$ cat src/rtl/tama_pkg.sv
`default_nettype none

package tama_pkg;

  // window length in samples
  localparam int WINDOW = 8;
  localparam int AXES = 3;
  localparam int SAMPLE_W = 16;

  // sum of WINDOW samples cannot overflow at this width
  localparam int SUM_W = SAMPLE_W + $clog2(WINDOW);
  localparam int CNT_W = $clog2(WINDOW + 1);
  localparam int PTR_W = $clog2(WINDOW);
  localparam int HIST_W = AXES * SAMPLE_W;

  // one quotient bit per divider step
  localparam int STEP_W = $clog2(SUM_W);

  localparam int QUEUE_DEPTH = 2;
  localparam int QPTR_W = $clog2(QUEUE_DEPTH);
  localparam int QCNT_W = $clog2(QUEUE_DEPTH + 1);

  typedef logic signed [SAMPLE_W-1:0] sample_t;
  typedef logic signed [SUM_W-1:0] sum_t;
  typedef logic [CNT_W-1:0] count_t;

  // work handed from the front to the divider
  typedef struct packed {
    sum_t   sum_x;
    sum_t   sum_y;
    sum_t   sum_z;
    count_t count;
    logic   window_full;
  } job_t;

  typedef struct packed {
    logic full;
    logic empty;
  } q_status_t;

  typedef enum logic {
    F_IDLE,
    F_UPDATE
  } front_state_t;

  typedef enum logic [1:0] {
    B_IDLE,
    B_RUN,
    B_DONE
  } back_state_t;

endpackage

`default_nettype wire

$ cat src/rtl/tama_front.sv
`default_nettype none

module tama_front (
  input  wire logic              clk,
  input  wire logic              rst,
  input  wire logic              push,
  output logic                   full,
  input  wire tama_pkg::sample_t sample_x,
  input  wire tama_pkg::sample_t sample_y,
  input  wire tama_pkg::sample_t sample_z,
  input  wire tama_pkg::q_status_t q_status,
  output logic                   q_wr,
  output tama_pkg::job_t         q_data
);

  tama_pkg::front_state_t state, state_next;

  tama_pkg::sample_t smp_x, smp_y, smp_z;
  tama_pkg::sum_t sum_x, sum_y, sum_z;
  tama_pkg::sum_t sum_x_next, sum_y_next, sum_z_next;
  tama_pkg::count_t count, count_next;
  logic [tama_pkg::PTR_W-1:0] wp, wp_next;

  logic [tama_pkg::HIST_W-1:0] hist [tama_pkg::WINDOW];
  logic [tama_pkg::HIST_W-1:0] rd_data;

  tama_pkg::sample_t old_x, old_y, old_z;
  tama_pkg::sum_t drop_x, drop_y, drop_z;
  logic full_before;
  logic upd;

  // next state
  always_comb begin
    state_next = state;
    case (state)
      tama_pkg::F_IDLE:   if (push) state_next = tama_pkg::F_UPDATE;
      tama_pkg::F_UPDATE: if (!q_status.full) state_next = tama_pkg::F_IDLE;
      default:            state_next = tama_pkg::F_IDLE;
    endcase
  end

  // outputs
  always_comb begin
    full = 1'b1;
    upd  = 1'b0;
    case (state)
      tama_pkg::F_IDLE:   full = 1'b0;
      tama_pkg::F_UPDATE: upd = !q_status.full;
      default:            full = 1'b1;
    endcase
  end

  assign old_x = rd_data[tama_pkg::SAMPLE_W-1:0];
  assign old_y = rd_data[2*tama_pkg::SAMPLE_W-1:tama_pkg::SAMPLE_W];
  assign old_z = rd_data[3*tama_pkg::SAMPLE_W-1:2*tama_pkg::SAMPLE_W];

  assign full_before = (count == tama_pkg::CNT_W'(tama_pkg::WINDOW));

  // oldest sample leaves only once the window is full
  assign drop_x = full_before ? tama_pkg::sum_t'(old_x) : '0;
  assign drop_y = full_before ? tama_pkg::sum_t'(old_y) : '0;
  assign drop_z = full_before ? tama_pkg::sum_t'(old_z) : '0;

  assign sum_x_next = sum_x - drop_x + tama_pkg::sum_t'(smp_x);
  assign sum_y_next = sum_y - drop_y + tama_pkg::sum_t'(smp_y);
  assign sum_z_next = sum_z - drop_z + tama_pkg::sum_t'(smp_z);

  assign count_next = full_before ? count : count + 1'b1;
  assign wp_next = (wp == tama_pkg::PTR_W'(tama_pkg::WINDOW - 1)) ? '0 : wp + 1'b1;

  assign q_wr = upd;
  assign q_data.sum_x = sum_x_next;
  assign q_data.sum_y = sum_y_next;
  assign q_data.sum_z = sum_z_next;
  assign q_data.count = count_next;
  assign q_data.window_full = (count_next == tama_pkg::CNT_W'(tama_pkg::WINDOW));

  always_ff @(posedge clk) begin
    if (rst) begin
      state <= tama_pkg::F_IDLE;
      sum_x <= '0;
      sum_y <= '0;
      sum_z <= '0;
      count <= '0;
      wp    <= '0;
    end else begin
      state <= state_next;
      if (upd) begin
        sum_x <= sum_x_next;
        sum_y <= sum_y_next;
        sum_z <= sum_z_next;
        count <= count_next;
        wp    <= wp_next;
      end
    end
  end

  // sample beat capture
  always_ff @(posedge clk) begin
    if (state == tama_pkg::F_IDLE && push) begin
      smp_x <= sample_x;
      smp_y <= sample_y;
      smp_z <= sample_z;
    end
  end

  // history ring, read ahead at the write pointer
  always_ff @(posedge clk) begin
    rd_data <= hist[wp];
    if (upd) begin
      hist[wp] <= {smp_z, smp_y, smp_x};
    end
  end

  assert property (@(posedge clk) disable iff (rst)
    count <= tama_pkg::CNT_W'(tama_pkg::WINDOW))
    else $error("fill count beyond window");

  assert property (@(posedge clk) disable iff (rst)
    !full_before |-> (tama_pkg::CNT_W'(wp) == count))
    else $error("write pointer out of step with fill count");

endmodule

`default_nettype wire

$ cat src/rtl/tama_fifo.sv
`default_nettype none

module tama_fifo (
  input  wire logic           clk,
  input  wire logic           rst,
  input  wire logic           wr,
  input  wire tama_pkg::job_t wr_data,
  input  wire logic           rd,
  output tama_pkg::job_t      rd_data,
  output tama_pkg::q_status_t status
);

  tama_pkg::job_t entry [tama_pkg::QUEUE_DEPTH];
  logic [tama_pkg::QPTR_W-1:0] wr_ptr, rd_ptr;
  logic [tama_pkg::QCNT_W-1:0] level;

  function automatic logic [tama_pkg::QPTR_W-1:0] bump(input logic [tama_pkg::QPTR_W-1:0] p);
    bump = (p == tama_pkg::QPTR_W'(tama_pkg::QUEUE_DEPTH - 1)) ? '0 : p + 1'b1;
  endfunction

  assign status.full  = (level == tama_pkg::QCNT_W'(tama_pkg::QUEUE_DEPTH));
  assign status.empty = (level == '0);
  assign rd_data = entry[rd_ptr];

  always_ff @(posedge clk) begin
    if (rst) begin
      wr_ptr <= '0;
      rd_ptr <= '0;
      level  <= '0;
    end else begin
      if (wr) wr_ptr <= bump(wr_ptr);
      if (rd) rd_ptr <= bump(rd_ptr);
      if (wr && !rd) level <= level + 1'b1;
      else if (rd && !wr) level <= level - 1'b1;
    end
  end

  always_ff @(posedge clk) begin
    if (wr) entry[wr_ptr] <= wr_data;
  end

  assert property (@(posedge clk) disable iff (rst)
    (wr |-> !status.full) and (rd |-> !status.empty))
    else $error("queue overrun or underrun");

endmodule

`default_nettype wire

$ cat src/rtl/tama_div.sv
`default_nettype none

module tama_div (
  input  wire logic                clk,
  input  wire logic                rst,
  input  wire tama_pkg::q_status_t q_status,
  input  wire tama_pkg::job_t      q_data,
  output logic                     q_rd,
  input  wire logic                pop,
  output logic                     empty,
  output tama_pkg::sample_t        average_x,
  output tama_pkg::sample_t        average_y,
  output tama_pkg::sample_t        average_z,
  output logic                     window_full
);

  localparam int SW = tama_pkg::SUM_W;
  localparam int CW = tama_pkg::CNT_W;

  tama_pkg::back_state_t state, state_next;

  logic [SW-1:0] num [tama_pkg::AXES];
  logic [CW-1:0] rem [tama_pkg::AXES];
  logic          neg [tama_pkg::AXES];
  logic [SW-1:0] num_next [tama_pkg::AXES];
  logic [CW-1:0] rem_next [tama_pkg::AXES];
  logic [SW-1:0] mag [tama_pkg::AXES];
  logic [SW-1:0] quo [tama_pkg::AXES];
  tama_pkg::sum_t lane_sum [tama_pkg::AXES];

  tama_pkg::count_t div;
  logic job_full;
  logic [tama_pkg::STEP_W-1:0] step;

  tama_pkg::sample_t avg [tama_pkg::AXES];
  logic out_full;
  logic out_valid;
  logic load_out;

  assign lane_sum[0] = q_data.sum_x;
  assign lane_sum[1] = q_data.sum_y;
  assign lane_sum[2] = q_data.sum_z;

  // restoring division, one quotient bit per cycle in each lane
  always_comb begin
    logic [CW:0] rem_sh;
    logic        ge;
    for (int i = 0; i < tama_pkg::AXES; i++) begin
      rem_sh = {rem[i], num[i][SW-1]};
      ge = (rem_sh >= {1'b0, div});
      rem_next[i] = ge ? CW'(rem_sh - {1'b0, div}) : rem_sh[CW-1:0];
      num_next[i] = {num[i][SW-2:0], ge};
      mag[i] = lane_sum[i][SW-1] ? SW'(-lane_sum[i]) : SW'(lane_sum[i]);
      quo[i] = neg[i] ? SW'(-num[i]) : num[i];
    end
  end

  // next state
  always_comb begin
    state_next = state;
    case (state)
      tama_pkg::B_IDLE: if (!q_status.empty) state_next = tama_pkg::B_RUN;
      tama_pkg::B_RUN:  if (step == '0) state_next = tama_pkg::B_DONE;
      tama_pkg::B_DONE: if (!out_valid || pop) state_next = tama_pkg::B_IDLE;
      default:          state_next = tama_pkg::B_IDLE;
    endcase
  end

  // outputs
  always_comb begin
    q_rd = 1'b0;
    load_out = 1'b0;
    case (state)
      tama_pkg::B_IDLE: q_rd = !q_status.empty;
      tama_pkg::B_DONE: load_out = !out_valid || pop;
      default:          q_rd = 1'b0;
    endcase
  end

  always_ff @(posedge clk) begin
    if (rst) begin
      state <= tama_pkg::B_IDLE;
      out_valid <= 1'b0;
    end else begin
      state <= state_next;
      if (load_out) out_valid <= 1'b1;
      else if (pop) out_valid <= 1'b0;
    end
  end

  always_ff @(posedge clk) begin
    if (q_rd) begin
      div <= q_data.count;
      job_full <= q_data.window_full;
      step <= tama_pkg::STEP_W'(SW - 1);
      for (int i = 0; i < tama_pkg::AXES; i++) begin
        num[i] <= mag[i];
        rem[i] <= '0;
        neg[i] <= lane_sum[i][SW-1];
      end
    end else if (state == tama_pkg::B_RUN) begin
      step <= step - 1'b1;
      for (int i = 0; i < tama_pkg::AXES; i++) begin
        num[i] <= num_next[i];
        rem[i] <= rem_next[i];
      end
    end
  end

  always_ff @(posedge clk) begin
    if (load_out) begin
      out_full <= job_full;
      for (int i = 0; i < tama_pkg::AXES; i++) begin
        avg[i] <= quo[i][tama_pkg::SAMPLE_W-1:0];
      end
    end
  end

  assign empty = !out_valid;
  assign average_x = avg[0];
  assign average_y = avg[1];
  assign average_z = avg[2];
  assign window_full = out_full;

  assert property (@(posedge clk) disable iff (rst)
    (state == tama_pkg::B_RUN) |-> (div != '0))
    else $error("divider running with zero count");

  assert property (@(posedge clk) disable iff (rst)
    load_out |=> !empty)
    else $error("finished result not presented");

endmodule

`default_nettype wire

$ cat src/rtl/three_axis_moving_average.sv
`default_nettype none

// channel    direction  handshake            payload
// sample     in         push / full          sample_x, sample_y, sample_z
// average    out        pop / empty          average_x, average_y, average_z, window_full
//
// the front takes a sample beat in idle, where the registered history read at the
// write pointer runs, then does the running-sum update and history write in update
// (held while the queue is full) before the next beat; the divider runs a restoring
// divide, one bit per cycle, three axes in parallel, and this sets the sustained rate
// a 2-entry queue sits between front and divider, the output register holds one result
// rst clears sums, fill count, pointer, queue and both controllers; history is not cleared
// a stalled output only stops the divider; the front keeps going until the queue fills

module three_axis_moving_average (
  input  wire logic              clk,
  input  wire logic              rst,
  input  wire logic              push,
  output logic                   full,
  input  wire tama_pkg::sample_t sample_x,
  input  wire tama_pkg::sample_t sample_y,
  input  wire tama_pkg::sample_t sample_z,
  output logic                   empty,
  input  wire logic              pop,
  output tama_pkg::sample_t      average_x,
  output tama_pkg::sample_t      average_y,
  output tama_pkg::sample_t      average_z,
  output logic                   window_full
);

  // front to queue
  logic           q_wr;
  tama_pkg::job_t q_wr_data;

  // queue to divider
  logic                q_rd;
  tama_pkg::job_t      q_rd_data;
  tama_pkg::q_status_t q_status;

  // sample beat in, sums updated, job queued
  tama_front u_front (
    .clk      (clk),
    .rst      (rst),
    .push     (push),
    .full     (full),
    .sample_x (sample_x),
    .sample_y (sample_y),
    .sample_z (sample_z),
    .q_status (q_status),
    .q_wr     (q_wr),
    .q_data   (q_wr_data)
  );

  // short decoupling queue of running sums and counts
  tama_fifo u_fifo (
    .clk     (clk),
    .rst     (rst),
    .wr      (q_wr),
    .wr_data (q_wr_data),
    .rd      (q_rd),
    .rd_data (q_rd_data),
    .status  (q_status)
  );

  // sum divided by sample count, truncated toward zero
  tama_div u_div (
    .clk         (clk),
    .rst         (rst),
    .q_status    (q_status),
    .q_data      (q_rd_data),
    .q_rd        (q_rd),
    .pop         (pop),
    .empty       (empty),
    .average_x   (average_x),
    .average_y   (average_y),
    .average_z   (average_z),
    .window_full (window_full)
  );

endmodule

`default_nettype wire

$ cat config.mk
export PLATFORM = sky130hd
export DESIGN_NAME = three_axis_moving_average
export DESIGN_NICKNAME = d
export VERILOG_FILES = /design/src/rtl/tama_pkg.sv /design/src/rtl/tama_front.sv /design/src/rtl/tama_fifo.sv /design/src/rtl/tama_div.sv /design/src/rtl/three_axis_moving_average.sv
export SDC_FILE = /design/constraint.sdc
export NUM_CORES = 1
export LEC_CHECK = 0
export BUFFER_PORTS_ARGS = -buffer_cell sky130_fd_sc_hd__clkbuf_2
export CAP_MARGIN = 20
export CORE_MARGIN = 1
export CORE_UTILIZATION = 62
export DETAILED_ROUTE_END_ITERATION = 8
export HOLD_SLACK_MARGIN = 0.05
export PLACE_DENSITY = 0.79
export SKIP_CTS_REPAIR_TIMING = 1
export SYNTH_ARGS = -nofsm -noshare
export SYNTH_HDL_FRONTEND = slang
export SYNTH_SLANG_ARGS = --single-unit
$ cat constraint.sdc
create_clock -name clk -period 7.1 [get_ports clk]
set_clock_uncertainty 0.1 [all_clocks]
set_input_delay 0.355 -clock clk [delete_from_list [all_inputs] [get_ports clk]]
set_output_delay 0.355 -clock clk [all_outputs]
set_load 0.01 [all_outputs]
==> flow_summary.json <==
{
  "grt_overflow": 0,
  "synth_edf_count": 682,
  "worstPathRequired_ns": 7.53,
  "grt_max_degree": 79,
  "drive_gt1_share_pct": 10.0,
  "viasPerCell": 5.97,
  "route.met3.wl_um": 5230,
  "max_freq_mhz": 212,
  "syn_avg_cell_area_sq_um": 12.9,
  "die_w_um": 242,
  "routed_wirelength_um": 74700,
  "yosysUniqueCellTypes": 68,
  "synth_top_flop_cell": "edfxtp_1",
  "power_w": 0.0159,
  "synth_most_common_cell": "edfxtp_1",
  "cts_tree": "built",
  "maxSlewViolCount": 0,
  "coreArea_sq_um": 56500,
  "grt_pass1_vias": 21700,
  "yosys_warnings": 0,
  "io_buffers": 102,
  "clk_latency_ns": 0.64,
  "finalWorstSetupSlack_ns": 2.38,
  "clk_pin_slew_ns": 0.07,
  "rows": 87,
  "area_delta_synth_final_pct": 12.5,
  "seqPwrFrac_pct": 43.9,
  "met2_length_um": 35700,
  "synth_top_area_share_pct": 57.6,
  "post-route-util_pct": 70.8,
  "top_layer": "met4",
  "slew-limit-headroom_pct": 28.5,
  "crit_path_max_fanout": 19,
  "die-height_um": 242,
  "gp_congestion": 0.863,
  "synthArstFlopShare_pct": 0,
  "die_area_sq_um": 58300,
  "first_iter_violations": 2146,
  "p_leak_nw": 14.3,
  "setup_tns_ns": 0,
  "ys_seq_area_share_pct": 64.7,
  "drc": 0,
  "cp.arrival_ns": 5.15,
  "worst_pin_slew_ns": 1.07,
  "cp-start-kind": "flop",
  "end_kind": "flop",
  "netlist_instances": 2747,
  "fin_crit_sh_pct": 66.5,
  "hold_viol": 0,
  "path_class": "reg -> reg",
  "p_per_area_nw_per_um2": 396,
  "synth_area_leaders": "edfxtp_1, dfxtp_1, a22oi_1",
  "power_frac_clock_pct": 26.7,
  "grtUsageTotal_pct": 25.6,
  "preCtsSetupSlack_ns": 2.18,
  "diodes": 0,
  "antenna_left": 0,
  "status": "finished, final reports clean",
  "dp_hpwl_um": 45800,
  "switching_share_pct": 32.7,
  "ys_seq_elements": 808,
  "yosys.area.top_type": "edfxtp_1",
  "grt_setup_unrepaired": "no",
  "seq_area_sq_um": 23000,
  "cts_sinks": 808,
  "synth_commonest_cells": "edfxtp_1, inv_1, nand2_1",
  "drv_cap": 0,
  "period_needed_ns": 4.72,
  "finalSetupViolations": 0,
  "route.vias.total": 22100,
  "n_fill_cell": 3670,
  "grt_pass1_wl_um": 118000,
  "multiInputGateArea_sq_um": 11300,
  "clockBufferDepth": 3,
  "syn_nets": 2938,
  "internal_power_w": 0.0107,
  "met1_length_um": 32100,
  "routedWlPerCell_um": 20.2,
  "numCtsBuffers": 79,
  "io_pins": 103,
  "htree_levels": 3,
  "start_util_pct": 63.0,
  "antenna_found_initial": 0,
  "p_switching_w": 0.00518,
  "drtPass1Iterations": 6,
  "min_path_type": "in -> reg",
  "root_buffer": "clkbuf_16",
  "synth_area_sq_um": 35600,
  "pwr-share-comb_pct": 29.3,
  "fin_nets": 3073,
  "peakVddDrop_mv": 0.221
}
-- placed cells by master (no fill, tap or decap), types with 82 or more instances in the layout --
master	netlist	routed
xnor2_1	111	111
a21oi_1	122	122
nor2_1	116	111
a22oi_1	193	193
edfxtp_1	682	682
dfxtp_1	126	125
clkbuf_2	0	102
o21ai_0	128	127
clkbuf_16	0	82
inv_1	244	243
nand2_1	206	206
ha_1	82	82
-- path summary, 6_finish.rpt --
| path | slack [ns] | cells after the start | from | end |
|---|---|---|---|---|
| setup / recovery | 2.38 | 17 | u_front.count[0] | u_front.sum_x[17] |
| hold / removal | 0.14 | 2 | rst | u_front.sum_x[1] |
| setup reg to reg | 2.38 | 17 | u_front.count[0] | u_front.sum_x[17] |
| hold reg to reg | 0.36 | 2 | u_front.sum_z[13] | u_front.sum_z[13] |
-- kinds of logic after synthesis --
kind of cell	share of synthesized area [%]
simple gates	8.48
xor+xnor	3.91
buf+inv	3.89
flops	64.7
compound gates	11.2
fa+ha+maj	6.09
mux	1.79
-- worst max-delay path: stages (launching register included) --
cell      delay (ns)
dfxtp_1         0.37
inv_1           0.09
ha_1            0.15
nand2_1         0.06
nor2_2          0.45
buf_6           0.25
buf_4           0.23
and2_1          0.20
fa_1            0.40
inv_1           0.11
ha_1            0.24
a21oi_1         0.18
nand4b_1        0.17
a21oi_2         0.11
o311a_1         0.39
o32a_1          0.38
or4b_1          0.53
a31oi_1         0.20
-- layer usage --
metal	up-vias	track usage [%]
met4	0	9.09
met2	892	40.9
met3	128	3.20
met5	-	0
li1	10300	-
met1	10800	36.6
-- registers in the layout (all words and copies together), names as in the netlist, 16 cells and up, named ones only --
signal and count:
u_front.smp_y 16, u_front.smp_z 16, u_front.hist 384, u_div.avg 48, u_front.sum_z 19, u_front.sum_x 19, u_front.sum_y 19, u_front.smp_x 16
u_div.num 57, u_front.rd_data 48, u_fifo.entry 124
-- through the flow --
step,cell area (sq um),hold slack (ns),cells
final,40000,0.141,3705
after global routing,40000,0.152,3705
after CTS,39500,-0.236,3654
after detailed placement,36800,0.348,3506
after global placement,36800,0.343,3506
after floorplan,35600,0.300,2747
-- power groups by stage --
stage	Sequential, W	Clock (W)	Combinational (W)
final	0.00697	0.00424	0.00465
after global routing	0.00705	0.00447	0.00521
after CTS	0.00696	0.00429	0.00462
after detailed placement	0.00706	0	0.00458
after global placement	0.00701	0	0.00439
after floorplan	0.00688	0	0.00355
-- area by class of cell --
type	count	share of cell area [%]
Timing Repair Buffer	174	2.95
Inverter	245	2.30
Tap cell	756	2.36
Clock buffer	110	5.57
Sequential cell	808	57.5
Clock inverter	38	1.09
Multi-Input combinational cell	1574	28.2
Power figures use the tool's default switching activity.
